File: src/rtl/core/tdba_pkg.sv
// Shared types, constants and helpers of the two-direction batch arbiter.
`default_nettype none
package tdba_pkg;

  localparam int unsigned COUNT_BITS = 8;
  localparam int unsigned MB_BITS    = 8;
  localparam int unsigned OUT_BITS   = 8;
  localparam int unsigned LIM_BITS   = (COUNT_BITS > MB_BITS) ? COUNT_BITS : MB_BITS;

  localparam logic [COUNT_BITS-1:0] COUNT_MAX = '1;

  localparam logic [1:0] DIR_ZERO = 2'd0;
  localparam logic [1:0] DIR_ONE  = 2'd1;
  localparam logic [1:0] DIR_NONE = 2'd2;

  localparam logic [1:0] FAULT_OK    = 2'd0;
  localparam logic [1:0] FAULT_SAT   = 2'd1;
  localparam logic [1:0] FAULT_EMPTY = 2'd2;

  localparam logic KIND_ARRIVE = 1'b0;
  localparam logic KIND_LEAVE  = 1'b1;

  localparam logic [MB_BITS-1:0] BATCH_CAP_RESET = 8'd4;

  typedef struct packed {
    logic [COUNT_BITS-1:0] wait_zero;
    logic [COUNT_BITS-1:0] wait_one;
    logic [COUNT_BITS-1:0] occ;
    logic [1:0]            open_dir;
    logic [COUNT_BITS-1:0] batch;
    logic                  pref_dir;
  } arb_state_t;

  typedef struct packed {
    logic                grant_direction;
    logic [OUT_BITS-1:0] grant_count;
    logic [OUT_BITS-1:0] occupancy;
    logic [OUT_BITS-1:0] waiting_zero;
    logic [OUT_BITS-1:0] waiting_one;
    logic [1:0]          open_direction;
    logic [1:0]          fault;
  } arb_result_t;

  function automatic logic [OUT_BITS-1:0] low_out(input logic [COUNT_BITS-1:0] v);
    logic [COUNT_BITS+OUT_BITS-1:0] t;
    t = {{OUT_BITS{1'b0}}, v};
    return t[OUT_BITS-1:0];
  endfunction

endpackage
`default_nettype wire

File: src/rtl/core/tdba_step.sv
// Next-state and result logic for one arrive or leave event.
`default_nettype none
module tdba_step
  import tdba_pkg::*;
(
  input  arb_state_t         state_i,
  input  logic               kind_i,
  input  logic               dir_i,
  input  logic [MB_BITS-1:0] batch_cap_i,
  output arb_state_t         state_o,
  output arb_result_t        result_o
);

  logic [COUNT_BITS-1:0] w0, w1, occ, batch, bb, wc, wo, room, n, wd_r, wo_r;
  logic [COUNT_BITS:0]   bsum;
  logic [LIM_BITS-1:0]   mb, lim, nl;
  logic [1:0]            od, fault;
  logic                  pref, c, ok, opening, sel, gdir;

  always_comb begin
    w0      = state_i.wait_zero;
    w1      = state_i.wait_one;
    occ     = state_i.occ;
    batch   = state_i.batch;
    od      = state_i.open_dir;
    pref    = state_i.pref_dir;
    fault   = FAULT_OK;
    mb      = LIM_BITS'((batch_cap_i == '0) ? MB_BITS'(1) : batch_cap_i);
    c       = 1'b0;
    bb      = '0;
    ok      = 1'b0;
    opening = 1'b0;
    sel     = 1'b0;
    wd_r    = dir_i ? w1 : w0;
    wo_r    = dir_i ? w0 : w1;
    wc      = '0;
    wo      = '0;
    room    = '0;
    lim     = '0;
    nl      = '0;
    n       = '0;
    bsum    = '0;
    gdir    = 1'b0;

    if (kind_i == KIND_ARRIVE) begin
      if (dir_i) begin
        if (w1 == COUNT_MAX) fault = FAULT_SAT;
        else w1 = w1 + COUNT_BITS'(1);
      end else begin
        if (w0 == COUNT_MAX) fault = FAULT_SAT;
        else w0 = w0 + COUNT_BITS'(1);
      end
    end else begin
      if (occ == '0) begin
        fault = FAULT_EMPTY;
      end else begin
        occ = occ - COUNT_BITS'(1);
        if (occ == '0) begin
          if (wd_r == '0 && wo_r == '0) begin
            od = DIR_NONE;
          end else if (wd_r == '0) begin
            od   = {1'b0, ~dir_i};
            pref = dir_i;
          end else if (wo_r == '0) begin
            od   = {1'b0, dir_i};
            pref = ~dir_i;
          end else begin
            sel  = (LIM_BITS'(batch) >= mb) ? ~dir_i : pref;
            od   = {1'b0, sel};
            pref = ~sel;
          end
          batch = '0;
        end
      end
    end

    if (od == DIR_ZERO || od == DIR_ONE) begin
      c  = od[0];
      bb = batch;
      ok = 1'b1;
    end else if (occ == '0) begin
      c       = (w0 != '0 && w1 != '0) ? pref : (w1 != '0);
      ok      = 1'b1;
      opening = 1'b1;
    end

    if (ok) begin
      wc   = c ? w1 : w0;
      wo   = c ? w0 : w1;
      room = COUNT_MAX - occ;
      nl   = LIM_BITS'(wc);
      if (wo != '0) begin
        lim = (LIM_BITS'(bb) >= mb) ? '0 : mb - LIM_BITS'(bb);
        if (nl > lim) nl = lim;
      end
      n = COUNT_BITS'(nl);
      if (n > room) begin
        n = room;
        if (fault == FAULT_OK) fault = FAULT_SAT;
      end
      if (n != '0) begin
        if (opening) od = {1'b0, c};
        if (c) w1 = w1 - n;
        else w0 = w0 - n;
        occ   = occ + n;
        bsum  = {1'b0, bb} + {1'b0, n};
        batch = bsum[COUNT_BITS] ? COUNT_MAX : bsum[COUNT_BITS-1:0];
        gdir  = c;
      end
    end

    state_o.wait_zero = w0;
    state_o.wait_one  = w1;
    state_o.occ       = occ;
    state_o.open_dir  = od;
    state_o.batch     = batch;
    state_o.pref_dir  = pref;

    result_o.grant_direction = gdir;
    result_o.grant_count     = low_out(n);
    result_o.occupancy       = low_out(occ);
    result_o.waiting_zero    = low_out(w0);
    result_o.waiting_one     = low_out(w1);
    result_o.open_direction  = od;
    result_o.fault           = fault;
  end

endmodule
`default_nettype wire

File: config.mk
export PLATFORM = sky130hd
export DESIGN_NAME = tdba_step
export DESIGN_NICKNAME = d
export VERILOG_FILES = /design/src/rtl/core/tdba_pkg.sv /design/src/rtl/core/tdba_step.sv
export SDC_FILE = /design/constraint.sdc
export NUM_CORES = 1
export LEC_CHECK = 0
export ABC_AREA = 1
export BUFFER_PORTS_ARGS = -buffer_cell sky130_fd_sc_hd__buf_2
export CAP_MARGIN = 20
export CORE_MARGIN = 3
export CORE_UTILIZATION = 35
export DETAILED_ROUTE_END_ITERATION = 10
export PLACE_DENSITY = 0.58
export SLEW_MARGIN = 20
export SYNTH_ARGS = -nofsm -noshare
export SYNTH_HDL_FRONTEND = slang
export SYNTH_SLANG_ARGS = --single-unit
File: constraint.sdc
create_clock -name vclk -period 9.14
set_clock_uncertainty 0.1 [all_clocks]
set_input_delay 0 -clock vclk [all_inputs]
set_output_delay 0 -clock vclk [all_outputs]
set_load 0.01 [all_outputs]
=== After elaboration in Yosys (flattened, before gate mapping) ===
Index checks and enable logic that the tools add are counted.

* $add $sub $neg: 9
* $lt $le $gt $ge: 4
* Eq/ne operators: 3
* Mux-type cells: 67
* Bitwise gates (word level): 2
* Reductions and logical operators: 15

{| class="wikitable"
|+ Operator list
! operator !! count
|-
| 2-to-1 mux 8 bit || 35
|-
| zero test 8 bit || 6
|-
| nonzero test 8 bit || 4
|-
| 2-to-1 mux 2 bit || 13
|-
| subtractor 8 bit || 3
|-
| 2-to-1 mux 1 bit || 19
|-
| adder 8 x 1 -> 8 bit (second input constant) || 2
|-
| equality test 8 bit (second input constant) || 2
|-
| greater-or-equal comparator 8 bit || 2
|-
| greater-than comparator 8 bit || 2
|-
| adder 8 x 8 -> 9 bit || 1
|-
| adder 8 bit || 1
|-
| subtractor 8 x 1 -> 8 bit (second input constant) || 1
|-
| subtractor 8 bit (first input constant) || 1
|-
| zero test 2 bit || 2
|-
| equality test 2 x 1 -> 1 bit (second input constant) || 1
|-
| logical AND 1 bit || 2
|-
| NOT 1 bit || 2
|-
| logical OR 1 bit || 1
|}

* Register bits after elaboration: 0
* Bits of input ports: 45
* Word-level logic and storage cells: 100

=== Logic depth before layout (Yosys ltp) ===
Gate-level depths: netlist of run 1.

* Word-level depth: 26
* Depth in mapped cells: 64

=== Least setup slack after synthesis of run 1 ===
No wires, ideal clock.

* Path type: input-to-output
* Start: in state_i[11] (netlist name)
* End: out state_o[18] (netlist name)
* Arrival time: 6.803 ns
* Required time: 9.040 ns
* Setup slack: 2.237 ns
* Cell stages on the path: 54
* Buffers on the path: 3
* Path through: inv_1 -> ha_1 -> nand3_1 -> xor2_1 -> nand2_1 -> nor2_4 -> nand2_2 -> inv_1 -> nor3_1 -> ha_1 -> fa_1 -> o21ai_0 -> nand2_1 -> nand2_1 -> a21oi_1 -> nor2_1 -> nor2_1 -> o21bai_1 -> [18 not listed] -> o211ai_1 -> nand2_1 -> buf_2 -> nand3_1 -> o21ai_2 -> inv_1 -> ha_1 -> nand3_1 -> nand2_1 -> a21oi_1 -> o21bai_1 -> nand2_1 -> nand2_1 -> a21oi_1 -> or2_2 -> nand3_1 -> xnor2_1 -> buf_4

{| class="wikitable"
|+ RTL lines
! item !! RTL line !! source
|-
| from (decl) || tdba_step.sv:6 || <nowiki>input arb_state_t state_i,</nowiki>
|-
| to (decl) || tdba_step.sv:10 || <nowiki>output arb_state_t state_o,</nowiki>
|}

==> results.md, run 1 <==
* Max cap viols at 0
* Die width at 122 um
* Top cell type's share of synthesized area at 0.176
* Register share of total power at 0
* Largest net degree at the start of global routing at 27
* FF+latch count at 0
* DRC at 0
* DRT iter0 DRCs at 334
* Crit path max fanout at 12
* CP Launch Type: input pin
* GPL Wtd Cong at 0.908
* Hold Crit Start: state_i[8]
* Status: completed
* Vias per inst at 4.77
* Period utilization at 0.879
* TritonRoute pass-1 iters at 5
* Crit path capture type: output port
* Max-slew violations at 0
* Antenna diodes at 0
* Die Ht at 122 um
* Setup violations, final at 0
* Worst path top cell family by delay: simple AND/OR/NAND/NOR gates
* VDD IR max at 0.0716 mV
* Switch share at 0.628
* WP buf/inv at 11
* Min-delay worst type: input pin to output port
* Post-CTS Repair Setup Buffers at 0
* P_int at 357 uW
* Worst rel slew slack at 0.551
* Syn Nets at 956
* First-pass GRT wire length at 23,600 um
* WHS Path Cells at 4
* Net switching power at 604 uW
* Cell count after synthesis at 842
* Vias in the first global route at 4,722
* Cell area after layout at 5210 um2
* Final ANT Viol Nets at 0
* Comb pwr share at 1.000
* Layout cells sized above 1 at 0.221
* Main combinational cell family by area after synthesis: simple AND/OR/NAND/NOR gates
* Slew @ Worst Pin at 0.668 ns
* Core ar. at 12,900 um2
* Starting Density at 0.365
* Port bufs at 117
* Largest area contributor in the synthesized netlist: nand2_1
* Hold Path Sink: state_o[8]
* Area grow syn2layout at 10.4%
* WS Path Type: input pin to output port
* Unrepaired setup endpoints after global routing: no
* Setup TNS at 0 ns
* Worst path slowest cell: fa_1
* Rows at 41
* Xor and xnor area share after synthesis at 0.0440
* Top Ports at 117
* WL final at 14,700 um
* Post-Syn Area per Cell at 5.61 um2
* Vias at 5,181
* GRT overflow at 0
* Register area share after synthesis at 0
* DR WL/cell at 13.5 um
* Final hold violations at 0
* Min Clock Period, post-route at 8.03 ns
* Mapped cell area at 4720 um2
* Die area at 14,900 um2
* Worst EP arrival at 7.93 ns
* Hpwl dp at 13,000 um
* CP peak stage delay at 0.42 ns
* Compound-gate portion of the synthesized area at 0.144
* Pwr dens at 184 nW/um2
* Clock buffers at 0
* Fmax at 0.125 GHz
* Simple logic cell fraction of the synthesized area at 0.434
* Layout net count at 1,031
* Unique masters post-synth at 48
* Worst EP required at 9.04 ns
* Most used cell, CP: nand2_1
* Synth warnings at 0
* Gr usage total at 0.193
* Clk pwr share at 0
* Antenna violations before repair at 0
* Area occupied by registers at 0 um2
* Post-Synth Adder-Cell Area at 0.191
* Top cells by area, synth: nand2_1 18%, ha_1 17%, inv_1 10%
* Post-synthesis mux area share at 0
* Static leakage at 0.00306 uW
* Placed Area at 5190 um2
## per-layer routing
layer / wire length, um / track usage
met1: 7340 / 0.289
met2: 6720 / 0.329
met3: 633 / 0.00279
met4: 16 / 0.00280
met5: 0 / 0
## per-stage QoR
step	total power (uW)	hold slack (ns)	instances	setup WS, ns	utilization
floorplan	738	0.0649	842	2.24	-
global placement	955	0.318	1086	0.845	0.401
detailed placement	951	0.331	1086	0.746	0.401
CTS	956	0.333	1086	0.711	0.401
global route	1090	0.387	1087	0.00192	0.403
finish	961	0.335	1087	1.11	0.403
## cell usage in the layout (no fill, tap or decap), types with 7 or more instances in the layout
master   instances
a21oi_1         35
buf_2          117
ha_1            64
inv_1          131
inv_2           10
nand2_1        222
nand2_2         29
nand3_1         53
nand4_1         13
nor2_1          77
nor2_2           8
o21ai_0         32
o21ai_1         23
xnor2_1          7
xor2_1          13
## power by group through the flow
stage / Combinational [uW] / Clock, uW / Sequential, uW
floorplan: 738 / 0 / 0
finish: 961 / 0 / 0
CTS: 956 / 0 / 0
global route: 1090 / 0 / 0
detailed placement: 951 / 0 / 0
global placement: 955 / 0 / 0
## cell type report
class,count,area [um2]
repair buffers,118,593
well taps,172,215
multi-input cells,654,3860
fillers,1490,7720
inverters,143,542
## Yosys cell counts (all sizes together), types with 2 or more instances
cell type and count:
nand2 255, inv 143, nor2 91, ha 64, o21ai 61, nand3 59
buf 38, a21oi 36, xor2 15, nand4 14, clkbuf 8, nor3 8
or2 8, xnor2 7, o21bai 6, fa 5, o31ai 4, and2 3
a21boi 2, a31oi 2, nand3b 2, o211ai 2, o21a 2, o221ai 2
## worst max path at each step
stage                start  slack (ns)     endpoint  cells past startpoint
3_5_place_dp   state_i[11]        0.75   state_o[1]                     58
4_1_cts        state_i[11]        0.71   state_o[8]                     57
6_report       state_i[11]        1.11   state_o[4]                     58
5_1_grt        state_i[11]       0.002   state_o[4]                     62
2_1_floorplan  state_i[11]        2.24  state_o[18]                     54
3_3_place_gp   state_i[11]        0.85   state_o[4]                     58
## worst min-delay path, delay by kind of cell
family                 cells  cell delay (ns)
buffers and inverters      2             0.25
AO/OA/AOI/OAI              1             0.09
AND/OR/NAND/NOR            1             0.08
## cell families after synthesis
family / count (synthesis)
and+or+nand+nor: 442
xor gates and xnor gates: 22
buffers and inverters: 189
adders and majority gates: 69
AOI/OAI and AO/OA: 120
## timing repair
| action | in CTS | in global routing |
|---|---|---|
| gates resized for setup | 0 | 7 |
| setup endpoints to repair | 0 | 12 |
| hold buffers | 0 | 0 |
(Power assumes the default switching activity.)
==> run 2, diff against run 1 <==
--- a/config.mk
+++ b/config.mk
@@ -5,13 +5,11 @@
 export SDC_FILE = /design/constraint.sdc
 export NUM_CORES = 1
 export LEC_CHECK = 0
-export ABC_AREA = 1
 export BUFFER_PORTS_ARGS = -buffer_cell sky130_fd_sc_hd__buf_2
 export CAP_MARGIN = 20
-export CORE_MARGIN = 3
-export CORE_UTILIZATION = 35
+export CORE_UTILIZATION = 40
 export DETAILED_ROUTE_END_ITERATION = 10
-export PLACE_DENSITY = 0.58
+export PLACE_DENSITY = 0.65
 export SLEW_MARGIN = 20
 export SYNTH_ARGS = -nofsm -noshare
 export SYNTH_HDL_FRONTEND = slang
==> run 2 against run 1 <==
Net effect:
- total power up 14%
- highest routed layer unchanged
- cell count decreased by 17%
- via count increased by 2.3%
- non-clock buffer count is 32 higher
- die area decreased by 19%
- worst setup slack worse by 0.74 ns
- cell area increased by 5.8%
- first-iteration DRC count is 17% lower
- combinational power up 14%
- sequential cell count stayed put
==> results.md, run 2 <==
* Starting Density at 0.409 (+0.0436)
* Register area share after synthesis at 0 (unchanged)
* DRT iter0 DRCs at 278 (-17%)
* Die width at 110 um (-9.9%)
* Multi-input gate area at 4250 um2 (+10%)
* Die Ht at 110 um (-9.9%)
* Max-slew violations at 0 (unchanged)
* Port bufs at 117 (unchanged)
* Setup violations, final at 0 (unchanged)
* Placed Area at 5230 um2 (+0.80%)
* Worst path slowest cell: or3b_2
* Vias in the first global route at 4,664 (-1.2%)
* GRT overflow at 0 (unchanged)
* Crit path max fanout at 10 (-2)
* Cell area after layout at 5510 um2 (+5.8%)
* Largest net degree at the start of global routing at 37 (+37%)
* Top cell type's share of synthesized area at 0.172 (-0.00493)
* Period utilization at 0.959 (+0.0806)
* Unique masters post-synth at 89 (+85%)
* Synth warnings at 0 (unchanged)
* Met1 Use GR at 0.324 (+0.0349)
* GRT met2 Usage at 0.421 (+0.0916)
* List of most frequent post-synthesis cells: 65 x inv_1, 64 x ha_1, 54 x nand2_1, 45 x nor2_1, 42 x a21oi_1
* Area occupied by registers at 0 um2 (unchanged)
* Worst EP required at 9.04 ns (about the same)
* WL final at 15,500 um (+5.3%)
* Rows at 39 (-4.9%)
* Worst EP arrival at 8.67 ns (+0.74 ns)
* M3 GR Usage at 0.0147 (+0.0119)
* Top cells by area, synth: ha_1 17%, inv_1 5.2%, a21oi_1 4.5%
* Core ar. at 11,400 um2 (-12%)
* Crit path capture type: output port
* Final ANT Viol Nets at 0 (unchanged)
* Worst hold slack at 0.242 ns (-0.0935 ns)
* CP peak stage delay at 0.49 ns (+0.07 ns)
* Area grow syn2layout at 18.1%
* FF+latch count at 0 (unchanged)
* DRC at 0 (unchanged)
* Static leakage at 0.00268 uW (-12%)
* Fmax at 0.114 GHz (-8.4%)
* Gr usage total at 0.244 (+0.0507)
* Top Ports at 117 (unchanged)
* GPL Wtd Cong at 0.944 (+4.0%)
* Setup TNS at 0 ns (unchanged)
* Largest area contributor in the synthesized netlist: ha_1
* Layout net count at 880 (-15%)
* Commonest non-fill, non-tap cell in the layout: buf_2
* Fill count at 1,176 (-21%)
* Clock buffers at 0 (unchanged)
* Vias at 5,301 (+2.3%)
* Min Clock Period, post-route at 8.77 ns (+0.737 ns)
* Status: completed
* CP Launch Type: input pin
* Vias per inst at 5.84 (+23%)
* Hpwl dp at 12,800 um (-1.3%)
* WS Path Type: input pin to output port
* Final hold violations at 0 (unchanged)
* Slew @ Worst Pin at 1.05 ns (+0.384 ns)
* Post-Syn Area per Cell at 7.02 um2 (+25%)
* Worst rel slew slack at 0.291 (-0.260)
* Die area at 12,100 um2 (-19%)
* Global route hottest layer: met2
* Pwr dens at 199 nW/um2 (+8.0%)
* Min-delay worst type: input pin to output port
* Most used cell, CP: ha_1
* Syn Nets at 779 (-19%)
* Tot Pwr at 1100 uW (+14%)
* Mapped cell area at 4670 um2 (-1.1%)
* TritonRoute pass-1 iters at 5 (unchanged)
* DR WL/cell at 17.1 um (+26%)
* Commonest cells after routing, fill and taps aside: 117 x buf_2, 64 x inv_1, 63 x ha_1
* Hold buffer count at CTS at 0 (unchanged)
* First-pass GRT wire length at 23,200 um (-1.7%)
* Cell count after synthesis at 665 (-21%)
* Antenna diodes at 0 (unchanged)
* Max cap viols at 0 (unchanged)
* VDD IR max at 0.163 mV (+130%)
* Antenna violations before repair at 0 (unchanged)
* Layout cells sized above 1 at 0.281 (+0.0606)
* Most common cell in the netlist: inv_1
## run 2: cell types whose count changed in the layout (fill, tap and decap cells not counted), moves of 16 or more
| cell | delta |
|---|---|
| nor2_1 | -33 |
| a21o_1 | +16 |
| nand3_1 | -36 |
| buf_4 | +31 |
| inv_1 | -67 |
| nand2_2 | -25 |
| nand2_1 | -171 |
| mux2i_1 | +17 |
## run 2: routing by layer
layer,wire length [um],up-vias
li1,-,2602
met1,6850,2491
met2,7530,181
met3,752,27
met4,367,0
met5,0,-
## run 2: path summary, 6_finish.rpt
path / cells past startpoint / startpoint / slack [ns] / to
setup / recovery: 44 / state_i[11] / 0.37 / result_o[11]
hold / removal: 4 / state_i[8] / 0.24 / state_o[8]
## run 2: power breakdown
| part | switching (uW) | internal, uW |
|---|---|---|
| sequential | 0 | 0 |
| clock | 0 | 0 |
| combinational | 619 | 479 |
| total | 619 | 479 |
## run 2: critical path, delay by kind of cell
family / cells / cell delay (ns)
and+or+nand+nor: 11 / 2.39
xor gates and xnor gates: 2 / 0.39
AOI/OAI and AO/OA: 19 / 3.36
buffers and inverters: 6 / 0.89
adders and majority gates: 6 / 1.60
## run 2: layout make-up
cell class / count / share of cell area
multi-input combinational: 549 / 0.771
tap: 143 / 0.0325
inverter: 65 / 0.0443
timing repair buffer: 150 / 0.152
## run 2: stage by stage
| step | utilization | worst slack (ns) | cells |
|---|---|---|---|
| floorplan | - | 0.378 | 665 |
| global placement | 0.458 | -0.0303 | 889 |
| detailed placement | 0.458 | -0.345 | 889 |
| CTS | 0.460 | 0.00188 | 889 |
| global route | 0.483 | -0.149 | 907 |
| finish | 0.483 | 0.372 | 907 |
## run 2: logic make-up after synthesis
| family | share of synthesized area |
|---|---|
| xor gates and xnor gates | 0.0713 |
| muxes | 0.0606 |
| adders and majority gates | 0.202 |
| buffers and inverters | 0.120 |
| AOI/OAI and AO/OA | 0.285 |
| and+or+nand+nor | 0.262 |
## run 2: what timing repair did
action / in CTS / in global routing
pin swaps: 0 / 18
gates cloned: 0 / 0
resized for setup: 6 / 34
setup endpoints to repair: 24 / 56
buffers inserted: 0 / 18
==> run 3, diff against run 2 <==
--- a/config.mk
+++ b/config.mk
@@ -5,11 +5,12 @@
 export SDC_FILE = /design/constraint.sdc
 export NUM_CORES = 1
 export LEC_CHECK = 0
+export ABC_AREA = 1
 export BUFFER_PORTS_ARGS = -buffer_cell sky130_fd_sc_hd__buf_2
 export CAP_MARGIN = 20
 export CORE_UTILIZATION = 40
 export DETAILED_ROUTE_END_ITERATION = 10
-export PLACE_DENSITY = 0.65
+export PLACE_DENSITY = 0.67
 export SLEW_MARGIN = 20
 export SYNTH_ARGS = -nofsm -noshare
 export SYNTH_HDL_FRONTEND = slang
==> constraint.sdc (replaced) <==
create_clock -name vclk -period 7.16
set_clock_uncertainty 0.1 [all_clocks]
set_input_delay 0 -clock vclk [all_inputs]
set_output_delay 0 -clock vclk [all_outputs]
set_load 0.01 [all_outputs]
==> run 3 against run 2 <==
Net effect:
- the run now ends with setup timing left
- first-iteration DRC count up 40%
- sequential cell count unchanged
- count of clock-buffer cells in the layout unchanged
- critical path depth is 10 higher
- largest power group unchanged
==> results.md, run 3 (same netlist as run 1, synthesis figures left out) <==
* Commonest cells after routing, fill and taps aside: 201 x nand2_1, 115 x buf_2, 113 x inv_1
* Port bufs at 117 (unchanged)
* WL final at 16,000 um (+3.0%)
* Top Ports at 117 (unchanged)
* Area grow syn2layout at 39.1%
* Worst hold slack at 0.292 ns (+0.0501 ns)
* First-pass GRT wire length at 23,500 um (+1.1%)
* CP Launch Type: input pin
* Die area at 12,200 um2 (+1.1%)
* Antenna diodes at 0 (unchanged)
* DRC at 0 (unchanged)
* Worst path slowest cell: fa_2
* Rows at 39 (unchanged)
* Cell area after layout at 6570 um2 (+19%)
* Gr usage total at 0.227 (-0.0171)
* Final hold violations at 0 (unchanged)
* Worst rel slew slack at 0.587 (+0.296)
* Crit path max fanout at 8 (-2)
* CP peak stage delay at 0.37 ns (-0.12 ns)
* Worst EP required at 7.06 ns (-1.98 ns)
* Hpwl dp at 12,300 um (-3.8%)
* Core ar. at 11,500 um2 (+0.43%)
* Pwr dens at 249 nW/um2 (+25%)
* Unrepaired setup endpoints after global routing: yes
* Period utilization at 1.00
* Setup TNS at -0.115 ns (-0.115 ns)
* WS Path Type: input pin to output port
* Max cap viols at 0 (unchanged)
* Min Clock Period, post-route at 7.19 ns
* Min-delay worst type: input pin to output port
* Vias in the first global route at 4,900 (+5.1%)
* Non-Filler Instances at 1,150 (+27%)
* Failing checks: setup timing
* Crit path capture type: output port
* GPL Wtd Cong at 0.926 (-1.9%)
* Commonest non-fill, non-tap cell in the layout: nand2_1
* DRT iter0 DRCs at 389 (+40%)
* DR WL/cell at 13.9 um (-19%)
* Placed Area at 5600 um2 (+7.0%)
* Crit. Startpoint: state_i[12]
* Layout cells sized above 1 at 0.407 (+0.126)
* Hold Crit Start: state_i[8]
* Die Ht at 111 um (+0.56%)
* TritonRoute pass-1 iters at 6 (+1)
* Fmax at 0.139 GHz
* Layout net count at 1,123 (+28%)
* Starting Density at 0.412 (+0.00295)
* Final worst slack at -0.0282 ns (-0.400 ns)
* Vias per inst at 5.17 (-12%)
* Max-slew violations at 0 (unchanged)
* Static leakage at 0.00358 uW (+34%)
* Dpl cells at 1,116 (+26%)
* Setup violations, final at 6 (+6)
* Area occupied by registers at 0 um2 (unchanged)
* Die width at 111 um (+0.56%)
* Antenna violations before repair at 0 (unchanged)
* Worst EP arrival at 7.09 ns (-1.58 ns)
* GRT overflow at 0 (unchanged)
* Vias at 5,946 (+12%)
* Clock buffers at 0 (unchanged)
* FF+latch count at 0 (unchanged)
* Status: complete, but fails checks
* Final ANT Viol Nets at 0 (unchanged)
* VDD IR max at 0.146 mV (-10%)
* Largest net degree at the start of global routing at 27 (-27%)
* Slew @ Worst Pin at 0.618 ns (-0.435 ns)
-- run 3: layer usage --
layer,part of all wire,track usage
met1,0.45,0.330
met2,0.47,0.377
met3,0.052,0.00875
met4,0.028,0.0338
met5,0,0
-- run 3: path summary, 6_finish.rpt --
kind | end | slack, ns | cells after the start
min | state_o[8] | 0.29 | 4
max | state_o[8] | -0.03 | 54
-- run 3: metrics by stage --
stage	worst slack, ns	total power (uW)	util
detailed placement	-0.311	1340	0.488
CTS	0.00901	1370	0.498
global route	-0.512	1780	0.573
finish	-0.0282	1630	0.573
floorplan	0.257	942	-
global placement	-0.0948	1330	0.488
-- run 3: where the power goes --
part           switching, uW  internal [uW]  leakage (uW)  total [uW]
clock                      0              0             0           0
sequential                 0              0             0           0
combinational            922            710       0.00358        1630
-- run 3: repair_timing --
action / CTS / global route
endpoints found under the hold margin: 0 / 0
endpoints found under the setup margin: 14 / 61
resized for setup: 15 / 158
buffers inserted: 10 / 23
hold buffers: 0 / 0
pin swaps: 11 / 50
cloned: 1 / 0
-- run 3: worst max-delay path, delay by kind of cell --
family	cells	cell delay, ns
xor gates and xnor gates	1	0.19
adders and majority gates	6	1.61
AOI/OAI and AO/OA	14	1.69
and+or+nand+nor	25	2.58
buffers and inverters	8	1.00
-- run 3: layout make-up --
type / count / area, um2
multi-input combinational: 654 / 4520
timing repair buffer: 210 / 1320
inverter: 143 / 552
fill: 1056 / 4900
tap: 143 / 179
